--- src/hw/rtl/ipv4tpc_pkg.sv ---
// ----------------------------------------------------------------------------
// ipv4tpc_pkg
// Shared constants for the dotted-quad text parser: character codes, octet
// limits and the reserved address blocks as prefix/mask pairs.
// ----------------------------------------------------------------------------
package ipv4tpc_pkg;

  // character codes
  localparam logic [7:0] CHAR_ZERO = 8'd48;
  localparam logic [7:0] CHAR_NINE = 8'd57;
  localparam logic [7:0] CHAR_DOT  = 8'd46;

  // octet limits
  localparam int          OCTET_W     = 8;
  localparam int          COUNT_W     = 3;
  localparam logic [2:0]  OCTETS_FULL = 3'd4;
  localparam logic [11:0] OCTET_MAX   = 12'd255;
  localparam logic [3:0]  DEC_RADIX   = 4'd10;

  // reserved blocks, each an aligned prefix
  localparam int N_RANGES = 14;

  typedef logic [31:0] ipv4_addr_t;

  localparam ipv4_addr_t RANGE_BASE [N_RANGES] = '{
    32'h0000_0000,  // 0.0.0.0/8
    32'h0A00_0000,  // 10.0.0.0/8
    32'h7F00_0000,  // 127.0.0.0/8
    32'hA9FE_0000,  // 169.254.0.0/16
    32'hAC10_0000,  // 172.16.0.0/12
    32'hC000_0000,  // 192.0.0.0/24
    32'hC000_0200,  // 192.0.2.0/24
    32'hC058_6300,  // 192.88.99.0/24
    32'hC0A8_0000,  // 192.168.0.0/16
    32'hC612_0000,  // 198.18.0.0/15
    32'hC633_6400,  // 198.51.100.0/24
    32'hCB00_7100,  // 203.0.113.0/24
    32'hE000_0000,  // 224.0.0.0/4
    32'hF000_0000   // 240.0.0.0/4
  };

  localparam ipv4_addr_t RANGE_MASK [N_RANGES] = '{
    32'hFF00_0000,
    32'hFF00_0000,
    32'hFF00_0000,
    32'hFFFF_0000,
    32'hFFF0_0000,
    32'hFFFF_FF00,
    32'hFFFF_FF00,
    32'hFFFF_FF00,
    32'hFFFF_0000,
    32'hFFFE_0000,
    32'hFFFF_FF00,
    32'hFFFF_FF00,
    32'hF000_0000,
    32'hF000_0000
  };

  // true when the address falls in any reserved block
  function automatic logic is_reserved(input ipv4_addr_t addr);
    logic hit;
    hit = 1'b0;
    for (int i = 0; i < N_RANGES; i++) begin
      if ((addr & RANGE_MASK[i]) == RANGE_BASE[i]) begin
        hit = 1'b1;
      end
    end
    return hit;
  endfunction

endpackage

--- src/hw/rtl/ipv4_text_parse_classify_top.sv ---
// ----------------------------------------------------------------------------
// ipv4_text_parse_classify_top
// Streaming dotted-quad IPv4 text parser with reserved-block classification.
// ----------------------------------------------------------------------------
// Usage:
//   The input channel (in_valid/in_ready) carries one ASCII character per
//   transaction, in_final_char marking the last character of a text. Every
//   character updates the parse state in the cycle it is taken; only the
//   final character produces a transaction on the output channel
//   (out_valid/out_ready) with out_addr_valid, out_address and out_reserved.
//   The result is registered and appears in the cycle after the final
//   character is taken. Throughput: one character per cycle unless a result
//   stalls; octet update (multiply by ten, add, compare) is combinational.
//   While a result waits and out_ready is low, in_ready is low; the result
//   register holds its value until taken. A result taken in the same cycle
//   frees the register for the next character.
//   Reset (rst_n low, synchronous) clears the parse state and empties the
//   result register; no clearing pass is needed.
//   Invalid texts report zero address and zero reserved flag, and the parse
//   state is cleared after every final character.
// ----------------------------------------------------------------------------
module ipv4_text_parse_classify_top (
  input  logic                      clk,
  input  logic                      rst_n,
  input  logic                      in_valid,
  output logic                      in_ready,
  input  logic [7:0]                in_char_code,
  input  logic                      in_final_char,
  output logic                      out_valid,
  input  logic                      out_ready,
  output logic                      out_addr_valid,
  output ipv4tpc_pkg::ipv4_addr_t   out_address,
  output logic                      out_reserved
);
  import ipv4tpc_pkg::*;

  // parse state
  logic [OCTET_W-1:0]   octet_value_r,    octet_value_nxt;
  logic [COUNT_W-1:0]   octet_count_r,    octet_count_nxt;
  logic                 digit_seen_r,     digit_seen_nxt;
  logic [3*OCTET_W-1:0] earlier_octets_r, earlier_octets_nxt;
  logic                 parse_failed_r,   parse_failed_nxt;

  // result register
  logic       out_valid_r;
  logic       out_addr_valid_r, out_addr_valid_nxt;
  ipv4_addr_t out_address_r,    out_address_nxt;
  logic       out_reserved_r,   out_reserved_nxt;

  logic        in_accept;
  logic        is_digit;
  logic [3:0]  digit_val;
  logic [11:0] octet_acc;
  logic        addr_ok;

  assign in_ready  = !out_valid_r || out_ready;
  assign in_accept = in_valid && in_ready;

  // digit decode and octet accumulate
  assign is_digit  = (in_char_code >= CHAR_ZERO) && (in_char_code <= CHAR_NINE);
  assign digit_val = 4'(in_char_code - CHAR_ZERO);
  assign octet_acc = 12'(octet_value_r) * 12'(DEC_RADIX) + 12'(digit_val);

  // next parse state for one character
  always_comb begin
    octet_value_nxt    = octet_value_r;
    octet_count_nxt    = octet_count_r;
    digit_seen_nxt     = digit_seen_r;
    earlier_octets_nxt = earlier_octets_r;
    parse_failed_nxt   = parse_failed_r;
    if (!parse_failed_r) begin
      priority if (is_digit) begin
        if (octet_acc > OCTET_MAX) begin
          parse_failed_nxt = 1'b1;
        end else if (!digit_seen_r && (octet_count_r >= OCTETS_FULL)) begin
          parse_failed_nxt = 1'b1;
        end else begin
          octet_value_nxt = octet_acc[OCTET_W-1:0];
          if (!digit_seen_r) begin
            octet_count_nxt = octet_count_r + COUNT_W'(1);
            digit_seen_nxt  = 1'b1;
          end
        end
      end else if ((in_char_code == CHAR_DOT) && digit_seen_r) begin
        if (octet_count_r >= OCTETS_FULL) begin
          parse_failed_nxt = 1'b1;
        end else begin
          earlier_octets_nxt = {earlier_octets_r[2*OCTET_W-1:0], octet_value_r};
          octet_value_nxt    = '0;
          digit_seen_nxt     = 1'b0;
        end
      end else begin
        parse_failed_nxt = 1'b1;
      end
    end
  end

  // result for a final character
  assign addr_ok            = !parse_failed_nxt && (octet_count_nxt == OCTETS_FULL);
  assign out_addr_valid_nxt = addr_ok;
  assign out_address_nxt    = addr_ok ? {earlier_octets_nxt, octet_value_nxt} : '0;
  assign out_reserved_nxt   = addr_ok && is_reserved({earlier_octets_nxt, octet_value_nxt});

  // parse state registers, cleared after each final character
  always_ff @(posedge clk) begin
    if (!rst_n) begin
      octet_value_r    <= '0;
      octet_count_r    <= '0;
      digit_seen_r     <= 1'b0;
      earlier_octets_r <= '0;
      parse_failed_r   <= 1'b0;
    end else if (in_accept) begin
      if (in_final_char) begin
        octet_value_r    <= '0;
        octet_count_r    <= '0;
        digit_seen_r     <= 1'b0;
        earlier_octets_r <= '0;
        parse_failed_r   <= 1'b0;
      end else begin
        octet_value_r    <= octet_value_nxt;
        octet_count_r    <= octet_count_nxt;
        digit_seen_r     <= digit_seen_nxt;
        earlier_octets_r <= earlier_octets_nxt;
        parse_failed_r   <= parse_failed_nxt;
      end
    end
  end

  // output valid flag
  always_ff @(posedge clk) begin
    if (!rst_n) begin
      out_valid_r <= 1'b0;
    end else if (in_accept && in_final_char) begin
      out_valid_r <= 1'b1;
    end else if (out_ready) begin
      out_valid_r <= 1'b0;
    end
  end

  // output payload
  always_ff @(posedge clk) begin
    if (in_accept && in_final_char) begin
      out_addr_valid_r <= out_addr_valid_nxt;
      out_address_r    <= out_address_nxt;
      out_reserved_r   <= out_reserved_nxt;
    end
  end

  assign out_valid      = out_valid_r;
  assign out_addr_valid = out_addr_valid_r;
  assign out_address    = out_address_r;
  assign out_reserved   = out_reserved_r;

endmodule

--- config.mk ---
export PLATFORM = sky130hd
export DESIGN_NAME = ipv4_text_parse_classify_top
export DESIGN_NICKNAME = d
export VERILOG_FILES = /design/src/hw/rtl/ipv4tpc_pkg.sv /design/src/hw/rtl/ipv4_text_parse_classify_top.sv
export SDC_FILE = /design/constraint.sdc
export NUM_CORES = 1
export LEC_CHECK = 0
export ABC_CLOCK_PERIOD_IN_PS = 5700
export BUFFER_PORTS_ARGS = -buffer_cell sky130_fd_sc_hd__buf_2
export CORE_MARGIN = 10
export CORE_UTILIZATION = 43
export CTS_CLUSTER_DIAMETER = 60
export DETAILED_ROUTE_END_ITERATION = 8
export GPL_TIMING_DRIVEN = 0
export HOLD_SLACK_MARGIN = 0.06
export PLACE_DENSITY = 0.63
export SKIP_LAST_GASP = 1
export SYNTH_ARGS = -nofsm -noshare
export SYNTH_HDL_FRONTEND = slang
export SYNTH_SLANG_ARGS = --single-unit
--- constraint.sdc ---
create_clock -name clk -period 5.7 [get_ports clk]
set_clock_uncertainty 0.15 [all_clocks]
set_input_delay 1.14 -clock clk [delete_from_list [all_inputs] [get_ports clk]]
set_output_delay 1.14 -clock clk [all_outputs]
set_load 0.05 [all_outputs]
==> summary.txt <==
Placement
  – RD Place Congestion: 0.898
  – Setup slack after placement: 1.49 ns
  – Area after DPL: 0.00479 sq mm
  – Placed Instances: 670
  – HPWL after DPL: 8990 microns
  – IO Port Bufs: 48

Worst setup path
  – Critical Path RT: 5.74 ns
  – WP data arrival: 4.32 ns
  – R2R Path Start: octet_value_r[1]
  – Crit path launch type: flop
  – Crit path max-delay family: adder cells
  – Worst path cell trace: ha_1, ha_1, fa_1, xor2_1, nand3_1, nor4b_2, mux2i_1, and3_1, o21ai_2, clkbuf_1, a21oi_1
  – RR Endpoint: out_address[7]
  – Crit-path slowest cell: dfxtp_1
  – CP dominant cell by count: ha_1
  – Setup slack, reg-to-reg: 1.42 ns
  – CP max stage delay: 0.69 ns
  – Reg2Reg Depth: 11
  – WS Path Type: flop to flop
  – Critical-path maximum fanout: 10
  – Crit path buf inv count: 1
  – Critical path endpoint category: flop

STA
  – Final Max Slew Viols: 0
  – Crit share post-route: 75.2%
  – Final setup viols: 0
  – Setup TNS: 0 ns
  – Worst Tran Pin Value: 1.22 ns
  – Hold slack: 0.366 ns
  – PnR worst setup slack: 1.42 ns
  – Hold Fails Final Rpt: 0
  – Fmax: 0.233 GHz
  – Worst slew margin: 18.7%
  – RSZ-0062 raised after global routing: no
  – Min cycle time layout: 4.28 ns

Min path
  – Hold Crit Class: flop to flop
  – Hold depth: 2
  – WHS Endpoint: octet_count_r[0]
  – Hold Startpoint: octet_count_r[0]

CTS
  – Clock Latency Late Sink: 0.35 ns
  – H-tree depth: 3
  – # resized after CTS: 0
  – CTS tree: built
  – Clock Tree Root: clkbuf_8
  – CTS Hold Bufs: 0
  – Clock sink total: 72
  – Worst-path clk slew: 0.08 ns
  – Post-CTS setup buffer count: 0
  – CTS Buf Count: 9
  – CTS max path bufs: 2

Floorplanning
  – Chip width: 121 microns
  – Core box area: 0.00986 sq mm
  – Num ports: 49
  – FP Rows: 36
  – Total Die Area: 0.0146 sq mm
  – Starting Density: 44.4%
  – Die height: 121 microns

Synthesis
  – Ys flop type: dfxtp_1
  – Top cells by count, synth: 69 x nand2_1, 43 x a21oi_1, 38 x dfxtp_1, 34 x edfxtp_1, 29 x nor2b_1
  – Largest family of logic cells by synthesized area: simple AND/OR/NAND/NOR gates
  – Post-synth ARST share: 0%
  – Multiplexer share of the synthesized area: 1.06%
  – Synth area leader: edfxtp_1
  – Share of the synthesized area in the top cell type: 23.3%
  – FF+latch count, synth: 72
  – Simple-Gate Fraction of Synth Area: 28.1%
  – Post-synth EDFFs: 34
  – Mapped Area: 0.00438 sq mm
  – Most common cell in the netlist: nand2_1
  – Adder-cell share of the synthesized area: 5.77%
  – Syn Nets: 521
  – Post-Synthesis Cells: 489
  – Synth Area in Compound Gates: 18.0%
  – Synth cell types: 75
  – Synth Area in XOR/XNOR: 1.40%
  – Top cells by area, synth: edfxtp_1 23%, dfxtp_1 17%, nand2_1 5.9%, a21oi_1 4.9%, ha_1 4.9%
  – Sequential fraction of the synthesis area: 40.7%
  – Syn Area/Cell: 8.96 sq um
  – Yosys synthesis warning count: 0

Drt
  – Vias per cell: 5.76
  – Vias: 3950
  – Drt pass-1 iters: 5
  – Routed WL per cell: 18.0 microns
  – DR iter-0 viols: 399
  – Residual DRC: 0
  – Routed WL: 12400 microns
  – Remaining antenna violation count after routing: 0

Outcome
  – Status: finished clean

Final layout
  – Final Non-Filler Cells: 686
  – Finished Cell Area: 0.00498 sq mm
  – Fill cell count: 936
  – Layout Nets: 580
  – Synth-to-layout area growth: 13.6%
  – Share of layout cells above drive strength 1: 15.9%
  – Diodes inserted: 0
  – Final Core Density: 50.5%

Power
  – Leakage Power: 1.71 nW
  – IR drop worst, VDD: 0.117 mV
  – Pwr/cell area: 206 mW/mm^2
  – Final Power: 1.03 mW

Job
  – Max-cap violations: 0

GRT
  – First-pass GRT wire length: 19500 microns
  – Vias in the first global route: 3654
  – Initial antenna violation count: 0
  – Pin count of the biggest net entering global routing: 35
  – Gr usage total: 16.6%
  – GRT overflow: 0
[worst reg2reg max path, delay by kind of cell, from the launching register on]
family | cells | cell delay (ns)
fa+ha+maj | 3 | 1.00
simple gates | 3 | 0.83
flops | 1 | 0.69
mux | 1 | 0.53
compound gates | 2 | 0.42
buf+inv | 1 | 0.30
xor+xnor | 1 | 0.20
[area by class of cell]
cell class                 instances  area, sq um  area share (%)
inverter                           8         30.0           0.603
multi-input combinational        374         2380            47.7
clock inverter                     5         28.8           0.578
tap                              133          166            3.34
timing repair buffer              48          240            4.82
buffer                            35          193            3.87
clock buffer                      11          163            3.27
sequential                        72         1780            35.8
[routing by layer]
metal | wire, microns | GRT usage (%) | up-vias
met5 | 0 | 0 | -
li1 | - | - | 1928
met2 | 5260 | 23.9 | 150
met3 | 910 | 4.56 | 16
met4 | 145 | 4.75 | 0
met1 | 6060 | 23.5 | 1856
[state kept, by name, indices dropped and copies added, names as in the netlist]
| name | flops |
|---|---|
| out_reserved | 1 |
| parse_failed_r | 1 |
| out_valid | 1 |
| octet_count_r | 3 |
| octet_value_r | 8 |
| out_addr_valid | 1 |
| digit_seen_r | 1 |
| out_address | 32 |
| earlier_octets_r | 24 |
[cells in the final DEF, fill, tap and decap left out, types with 20 or more instances in the layout]
master | synthesis | routed
clkbuf_1 | 25 | 25
dfxtp_1 | 38 | 38
nand2_1 | 69 | 69
nor2_1 | 26 | 26
a21oi_1 | 43 | 43
nor2b_1 | 29 | 29
a22oi_1 | 23 | 23
nand3_1 | 20 | 20
edfxtp_1 | 34 | 34
buf_2 | 4 | 52
[where the power goes]
group          switching [mW]  internal [mW]  total (mW)
combinational          0.0663         0.0200      0.0864
clock                   0.195          0.193       0.389
sequential            0.00283          0.549       0.552
total                   0.265          0.763        1.03
[kinds of logic after synthesis]
kind of cell	after synthesis
AND/OR/NAND/NOR	223
multiplexers	4
XOR/XNOR	7
adder cells (fa/ha/maj)	19
flip-flops	72
AO/OA/AOI/OAI	121
buffers and inverters	43
[worst max-delay path by stage]
stage | cells past startpoint | from | end
finish | 11 | octet_value_r[1] | out_address[7]
global route | 11 | octet_value_r[1] | out_address[7]
CTS | 11 | octet_value_r[1] | out_address[7]
detailed placement | 10 | in_char_code[1] | out_address[7]
global placement | 10 | in_char_code[1] | out_address[7]
floorplan | 9 | in_char_code[1] | out_address[0]
(Power assumes the default switching activity.)
